--- config.mk ---
export PLATFORM = sky130hd
export DESIGN_NAME = iis_rsp_queue
export DESIGN_NICKNAME = d
export VERILOG_FILES = /design/src/rtl/iis_pkg.sv /design/src/rtl/iis_rsp_queue.sv
export SDC_FILE = /design/constraint.sdc
export NUM_CORES = 1
export LEC_CHECK = 0
export BUFFER_PORTS_ARGS = -buffer_cell sky130_fd_sc_hd__buf_2
export CORE_ASPECT_RATIO = 1.25
export CORE_MARGIN = 1
export CORE_UTILIZATION = 55
export CTS_BUF_LIST = sky130_fd_sc_hd__clkbuf_8
export DETAILED_ROUTE_END_ITERATION = 6
export MAX_ROUTING_LAYER = met4
export PLACE_DENSITY = 0.82
export SLEW_MARGIN = 20
export SYNTH_ARGS = -nofsm -noshare
export SYNTH_HDL_FRONTEND = slang
export SYNTH_SLANG_ARGS = --single-unit
export TNS_END_PERCENT = 10
--- constraint.sdc ---
create_clock -name clock -period 2.2 [get_ports clock]
set_input_delay 0.66 -clock clock [delete_from_list [all_inputs] [get_ports clock]]
set_output_delay 0.66 -clock clock [all_outputs]
set_load 0.01 [all_outputs]
--- src/rtl/iis_pkg.sv ---
// Shared types and constants of the integral image stream unit.
// No dependencies.
package iis_pkg;

   localparam int PIX_W = 16;
   localparam int SUM_W = 40;
   localparam int CFG_W = 12;
   localparam int ROW_W = 11;
   localparam int HGT_W = 13;
   localparam int EXT_W = SUM_W + 3;

   localparam logic [CFG_W-1:0] SIZE_RESET = 12'd2048;
   localparam int               SIZE_MIN   = 2;
   localparam int               HEIGHT_MAX = 2048;

   localparam logic [SUM_W-1:0] SUM_MAX = {1'b0, {(SUM_W-1){1'b1}}};
   localparam logic [SUM_W-1:0] SUM_MIN = {1'b1, {(SUM_W-1){1'b0}}};

   typedef enum logic {
      REG_IMAGE_WIDTH  = 1'b0,
      REG_IMAGE_HEIGHT = 1'b1
   } reg_index_type;

   typedef struct packed {
      logic signed [SUM_W-1:0] area_sum;
      logic                    frame_last;
   } rsp_item_type;

endpackage

--- src/rtl/iis_rsp_queue.sv ---
// Four-entry result queue between the sum stage and the rsp channel.
// Uses iis_pkg for the result item type.
module iis_rsp_queue
   import iis_pkg::*;
(
   input  logic         clock,
   input  logic         reset,
   input  logic         push,
   input  rsp_item_type push_item,
   input  logic         pop,
   output logic         head_valid,
   output rsp_item_type head_item,
   output logic [2:0]   count
);

   localparam int DEPTH = 4;

   rsp_item_type slot_ff [DEPTH];
   logic [1:0]   wr_ptr_ff, wr_ptr_in;
   logic [1:0]   rd_ptr_ff, rd_ptr_in;
   logic [2:0]   count_ff,  count_in;

   always_comb begin
      wr_ptr_in = push ? wr_ptr_ff + 2'd1 : wr_ptr_ff;
      rd_ptr_in = pop  ? rd_ptr_ff + 2'd1 : rd_ptr_ff;
      count_in  = count_ff + 3'(push) - 3'(pop);
   end

   always_ff @(posedge clock) begin
      if (reset) begin
         wr_ptr_ff <= '0;
         rd_ptr_ff <= '0;
         count_ff  <= '0;
      end else begin
         wr_ptr_ff <= wr_ptr_in;
         rd_ptr_ff <= rd_ptr_in;
         count_ff  <= count_in;
      end
      if (push) begin
         slot_ff[wr_ptr_ff] <= push_item;
      end
   end

   assign head_valid = (count_ff != 3'd0);
   assign head_item  = slot_ff[rd_ptr_ff];
   assign count      = count_ff;

`ifndef NO_ASSERTIONS
   a_no_overflow: assert property (@(posedge clock) disable iff (reset)
      push && !pop |-> count_ff != 3'(DEPTH))
      else $error("result queue overflow");
   a_no_underflow: assert property (@(posedge clock) disable iff (reset)
      pop |-> count_ff != 3'd0)
      else $error("result queue underflow");
`endif

endmodule
==> metrics, run 1 <==
RSZ-0062 raised after global routing=yes; failing checks=negative setup slack; worst hold slack=0.436 ns; Die ar.=12,100 µm²; NetSw=1.50 mW; H-tree levels=4; DRC errors left=0; Initial DRC Count=184; cell taking the most area after synthesis=edfxtp_1; worst hold stages=1; Fin Clk Skew=0.00848 ns; Synth Area in Simple Gates=0.0109; register area=5110 µm²; hold buffers post-CTS=0; Worst Setup End Kind=primary output; final wirelength=10,800 µm; # nets final=425; reg2reg path depth=7; Die X-Extent=between 90 and 100 µm; first-pass GRT wire length=16,300 µm; # fillers=712; Root Buffer=clkbuf_8; Leakage=roughly 2.7 nW; clock latency on the worst-skew pair=0.44 ns; Ys Warns=0; Post-Synth Adder-Cell Area=0.0149; final worst slack=-0.219 ns; combinational share of power=0.129; fmax=413 MHz; vias in the first global route=3,024; Synth Area in Compound Gates=0.00235; Internal=5.49 mW; clock slew at reported path FFs=0.08 ns; Max-Cap Viols=0; peak supply drop=about 0.00052 V; HPWL after detailed placement=6430 µm; synth unique cells=21; net count after synthesis=308; Slew Limit Headroom=0.730; CP arrival=~1.8 ns; share of layout cells above drive strength 1=0.481; #FFs+latches synth=173; sequential area share after synthesis=0.797; RePlAce Congestion=0.651; xor/xnor share of the synthesized area=0.00645; # IOs=90; mux cell area share after synthesis=0.146; switching part of the total power=0.215; DIE HEIGHT=around 120 µm; total number of vias=2,915; Worst-Margin Slew=around 0.4 ns; synthesized instance count=256; Initial Util=0.572; power share of the sequential group=0.548; Synth Area per Inst=between 20 and 30 µm²; DR vias/cell=5.60; Setup-failing EPs final=41; worst hold path type=input port to flip-flop; HP Start=push_item[13]; FF-to-FF End=count[2]; placed cells=roughly 480; critical-path maximum fanout=6; Slew Viols, Final=0; Clk pwr share=0.322; Max Root-Sink Buffers=2; main combinational cell family by area after synthesis=multiplexers; antenna violations before repair=1; Hold Fails Final Rpt=0; setup TNS=-7.51 ns; period utilization=1.10; Synth top area share=0.769; non-filler cells, final=521; TritonCTS Sinks=between 150 and 200; reg-to-reg slack, setup=0.60 ns; minimum clock period=~2.4 ns; total global routing overflow=0; Tot GR Track Use=0.199; PortBufs=89; outcome=finished with violations; CTS tree=yes; WP data required=1.54 ns; WS Path Type=flip-flop to primary output; Worst Setup Start Kind=flip-flop; Netlist Area Pre-Place=between 6000 and 7000 µm²; pin count of the biggest net entering global routing=42; Final ANT Viol Nets=0; top post-synthesis cells by area=edfxtp_1 (77%), mux4_2 (14%), dfxtp_1 (2.8%); Pre-Repair DR Iteration Count=6; area delta synth->final=21.0%; Hold EP=slot_ff[0][13]; Critical R2R Launch=count[0]; Rows=43; Num CTS Buffers=17; Power per Cell Area=903 nW/µm²; multi-input logic area=between 1000 and 1500 µm²; Core Footprint=between 10,000 and 15,000 µm²; average wire per cell in the routed design=slightly above 20 µm
cells in the mapped netlist:
library cell and number:
a21bo_2 1, a21oi_1 1, and2_1 4, buf_1 1, buf_12 4, buf_2 4
buf_6 1, dfxtp_1 9, edfxtp_1 164, fa_1 1, ha_1 6, inv_1 6
mux2i_1 1, mux4_1 1, mux4_2 40, nand3b_1 1, nor2_1 5, nor2b_1 2
or3_1 1, xnor2_1 2, xor3_1 1
state kept, by name, summed over array words and instances, names as in the netlist, named ones only:
register / count
count: 3
slot_ff: 164
wr_ptr_ff: 2
rd_ptr_ff: 2
cell type report:
class | instances | share of cell area
clock inverters | 14 | 0.0229
repair buffers | 108 | 0.112
inverters | 6 | 0.00291
diodes | 1 | 0.000323
well taps | 135 | 0.0218
flip-flops and latches | 173 | 0.660
clock buffers | 17 | 0.0302
multi-input cells | 67 | 0.150
layer usage:
metal  vias up  track usage  share of wire
met1      1519        0.236           0.39
li1       1305            -              -
met3         8       0.0473          0.041
met5         -            -              0
met4         0       0.0830          0.013
met2        83        0.332           0.55
through the flow:
step,power (mW),utilization,area [µm²],setup slack [ns]
finish,6.99,0.692,7740,-0.219
global route,7.25,0.692,7740,-0.282
CTS,7.00,0.684,7650,-0.242
detailed placement,4.66,0.628,7030,0.191
global placement,4.63,0.628,7030,0.217
floorplan,4.38,-,6400,0.144
power by group through the flow:
stage	registers (mW)	clock network, mW	logic, mW
finish	3.83	2.25	0.904
global route	3.85	2.42	0.975
floorplan	3.90	0	0.476
CTS	3.83	2.30	0.868
detailed placement	3.91	0	0.755
global placement	3.89	0	0.740
worst max-delay path, cell delays in order (launching register included):
cell and delay (ns):
dfxtp_4 0.38, buf_12 0.13, buf_16 0.14, mux4_2 0.53, buf_6 0.15
kinds of logic after synthesis:
group,Yosys count
flip-flops,173
adder cells (fa/ha/maj),7
multiplexers,42
XOR/XNOR,3
AO/OA/AOI/OAI,2
AND/OR/NAND/NOR,13
buffers and inverters,16
layout by cell type, fill, tap and decap left out, types with 3 or more instances in the layout:
master / n
dfxtp_1: 7
clkinv_2: 5
buf_4: 11
nor2_1: 5
edfxtp_1: 164
buf_2: 66
clkbuf_8: 17
buf_12: 3
bufinv_16: 4
buf_16: 5
inv_1: 7
ha_1: 6
and2_2: 4
buf_6: 23
mux4_2: 41
worst max-delay path by stage:
stage / startpoint / endpoint / slack, ns
6_report: flip-flop / head_item[10] / -0.22
5_1_grt: flip-flop / head_item[10] / -0.28
4_1_cts: flip-flop / head_item[16] / -0.24
3_5_place_dp: pop / count[2] / 0.19
3_3_place_gp: flip-flop / head_item[3] / 0.22
2_1_floorplan: push / slot_ff[0][0] / 0.14
timing repair:
item	in CTS	in global routing
buffers inserted	4	0
setup endpoints to repair	41	41
resized for setup	15	16
gates cloned	4	0
Note: power is estimated with default switching activity, not from simulation.
==> inputs of run 2 (changes only) <==
CELL_PAD_IN_SITES_DETAIL_PLACEMENT = 1   (was not set)
CELL_PAD_IN_SITES_GLOBAL_PLACEMENT = 1   (was not set)
CORE_UTILIZATION = 52   (was 55)
PLACE_DENSITY = 0.87   (was 0.82)
==> run 2 against run 1 <==
Compared with the run above: largest cell class unchanged; the flow still finishes with violations (negative setup slack); first-iteration DRC count is 35% lower; largest power group unchanged; critical path depth fell by 1; sequential share of layout area increased by 0.85 points; clock skew rose by 0.0039 ns; critical endpoint is now head_item[28].
==> metrics, run 2 (same netlist as run 1, synthesis figures left out) <==
WP data required=about 1.5 ns; setup TNS=-6.42 ns; DR top layer=met4; DR vias/cell=5.39; WL met1=4600 µm; period utilization=1.09; met2 routed WL=6680 µm; vias in the first global route=3,209; placed cell areas=around 7000 µm²; Hold Fails Final Rpt=0; pin count of the biggest net entering global routing=between 40 and 50; Worst Setup End Kind=primary output; register area=5110 µm²; share of layout cells above drive strength 1=0.466; final wirelength=approximately 12,000 µm; minimum clock period=2.39 ns; WS Path Type=flip-flop to primary output; total number of vias=2,924; fmax=418 MHz; peak supply drop=0.000550 V; HPWL after detailed placement=7310 µm; Worst Setup Start Kind=flip-flop; RePlAce Congestion=between 0.6 and 0.7; reg2reg path depth=7; Power per Cell Area=896 nW/µm²; worst hold path type=input port to flip-flop; crit-path max cell delay=between 0.5 and 0.6 ns; Largest register FFs=164; Core Footprint=about 12,000 µm²; CTS tree=yes; critical path cell sequence=buf_12, mux4_2, buf_6; final worst slack=-0.193 ns; # fillers=1,022; clock slew at reported path FFs=0.08 ns; Final ANT Viol Nets=0; Leakage=~2.6 nW; FF-to-FF End=count[2]; Initial Util=0.543; Critical R2R Launch=count[0]; # nets final=419; non-filler cells, final=542; Root Buffer=clkbuf_8; Initial DRC Count=120; reg-to-reg slack, setup=0.50 ns; TritonCTS Sinks=around 170; Slew Limit Headroom=0.767; PortBufs=89; worst hold stages=1; average wire per cell in the routed design=21.9 µm; largest register by flop count=slot_ff; Slowest cell on crit path=mux4_2; most frequent cells in the layout=edfxtp_1 (164), buf_2 (64), mux4_2 (41), buf_6 (25), clkbuf_8 (21); Pre-Repair DR Iteration Count=5; Die X-Extent=101 µm; failing checks=negative setup slack; RSZ-0062 raised after global routing=yes; Fin Clk Skew=roughly 0.012 ns; Max-Cap Viols=0; Worst-Margin Slew=0.349 ns; DIE HEIGHT=between 100 and 150 µm; total global routing overflow=0; clock latency on the worst-skew pair=about 0.44 ns; # IOs=90; DRC errors left=0; antenna violations before repair=1; Tot GR Track Use=0.211; outcome=finished with violations; multi-input logic area=1160 µm²; Tot Pwr=6.85 mW; H-tree levels=4; most common cell after layout, fill and taps aside=edfxtp_1; critical-path maximum fanout=10; DR WL met3=between 400 and 500 µm; fin area=7650 µm²; Rows=44; Hold EP=slot_ff[0][21]; placed cells=507; Setup-failing EPs final=between 40 and 50; Max Root-Sink Buffers=2; CP arrival=about 1.7 ns; HP Start=push_item[21]; area delta synth->final=19.4%; first-pass GRT wire length=18,200 µm; Die ar.=12,800 µm²; Num CTS Buffers=17; Slew Viols, Final=0
==> run 2: cell types whose count changed in the layout (fill, tap and decap cells not counted), sizes merged <==
cell,before,now
clkinvlp,1,2
clkbuf,17,21
clkinv,8,3
inv,7,10
buf,108,102
bufinv,4,2
==> run 2: timing repair <==
| item | 4_1_cts | 5_1_grt |
|---|---|---|
| buffers inserted | 2 | 0 |
| hold buffers | 0 | 0 |
| pin swaps | 0 | 0 |
| gates cloned | 2 | 0 |
| setup endpoints to repair | 41 | 41 |
| resized for setup | 22 | 8 |
==> run 2: report_power, final <==
part | switching [mW] | internal, mW | leakage (nW)
Sequential | 0.0612 | 3.78 | 1.58
Clock | 1.03 | 1.11 | 0.210
Combinational | 0.410 | 0.461 | 0.846
==> run 2: worst max-delay path, delay by kind of cell (launching register included) <==
family | cells | cell delay (ns)
DFF | 1 | 0.42
buffers and inverters | 2 | 0.32
muxes | 1 | 0.56
==> run 2: worst max-delay path by stage <==
stage / start / end / slack (ns) / cells past startpoint
2_1_floorplan: push / slot_ff[0][0] / 0.14 / 1
3_3_place_gp: pop / count[2] / 0.20 / 7
3_5_place_dp: pop / count[2] / 0.10 / 7
4_1_cts: flip-flop / head_item[39] / -0.27 / 4
5_1_grt: flip-flop / head_item[28] / -0.26 / 3
6_report: flip-flop / head_item[28] / -0.19 / 3
==> run 2: metrics by stage <==
step / hold slack (ns) / utilization / setup WS [ns]
floorplan: 0.492 / - / 0.144
global placement: 0.515 / 0.600 / 0.198
detailed placement: 0.554 / 0.600 / 0.101
CTS: 0.404 / 0.649 / -0.269
global route: 0.390 / 0.649 / -0.261
finish: 0.429 / 0.649 / -0.193
==> run 2: cell type report <==
class,instances,share of cell area
antenna,1,0.000327
clock inverter,11,0.0136
multi-input combinational,67,0.152
sequential,173,0.668
tap,161,0.0263
inverter,6,0.00295
clock buffer,21,0.0378
timing repair buffer,102,0.0990
==> run 2: layer usage <==
metal | GRT usage | vias to the layer above
li1 | - | 1288
met1 | 0.245 | 1547
met2 | 0.360 | 78
met3 | 0.0572 | 11
met4 | 0.0588 | 0
met5 | - | -
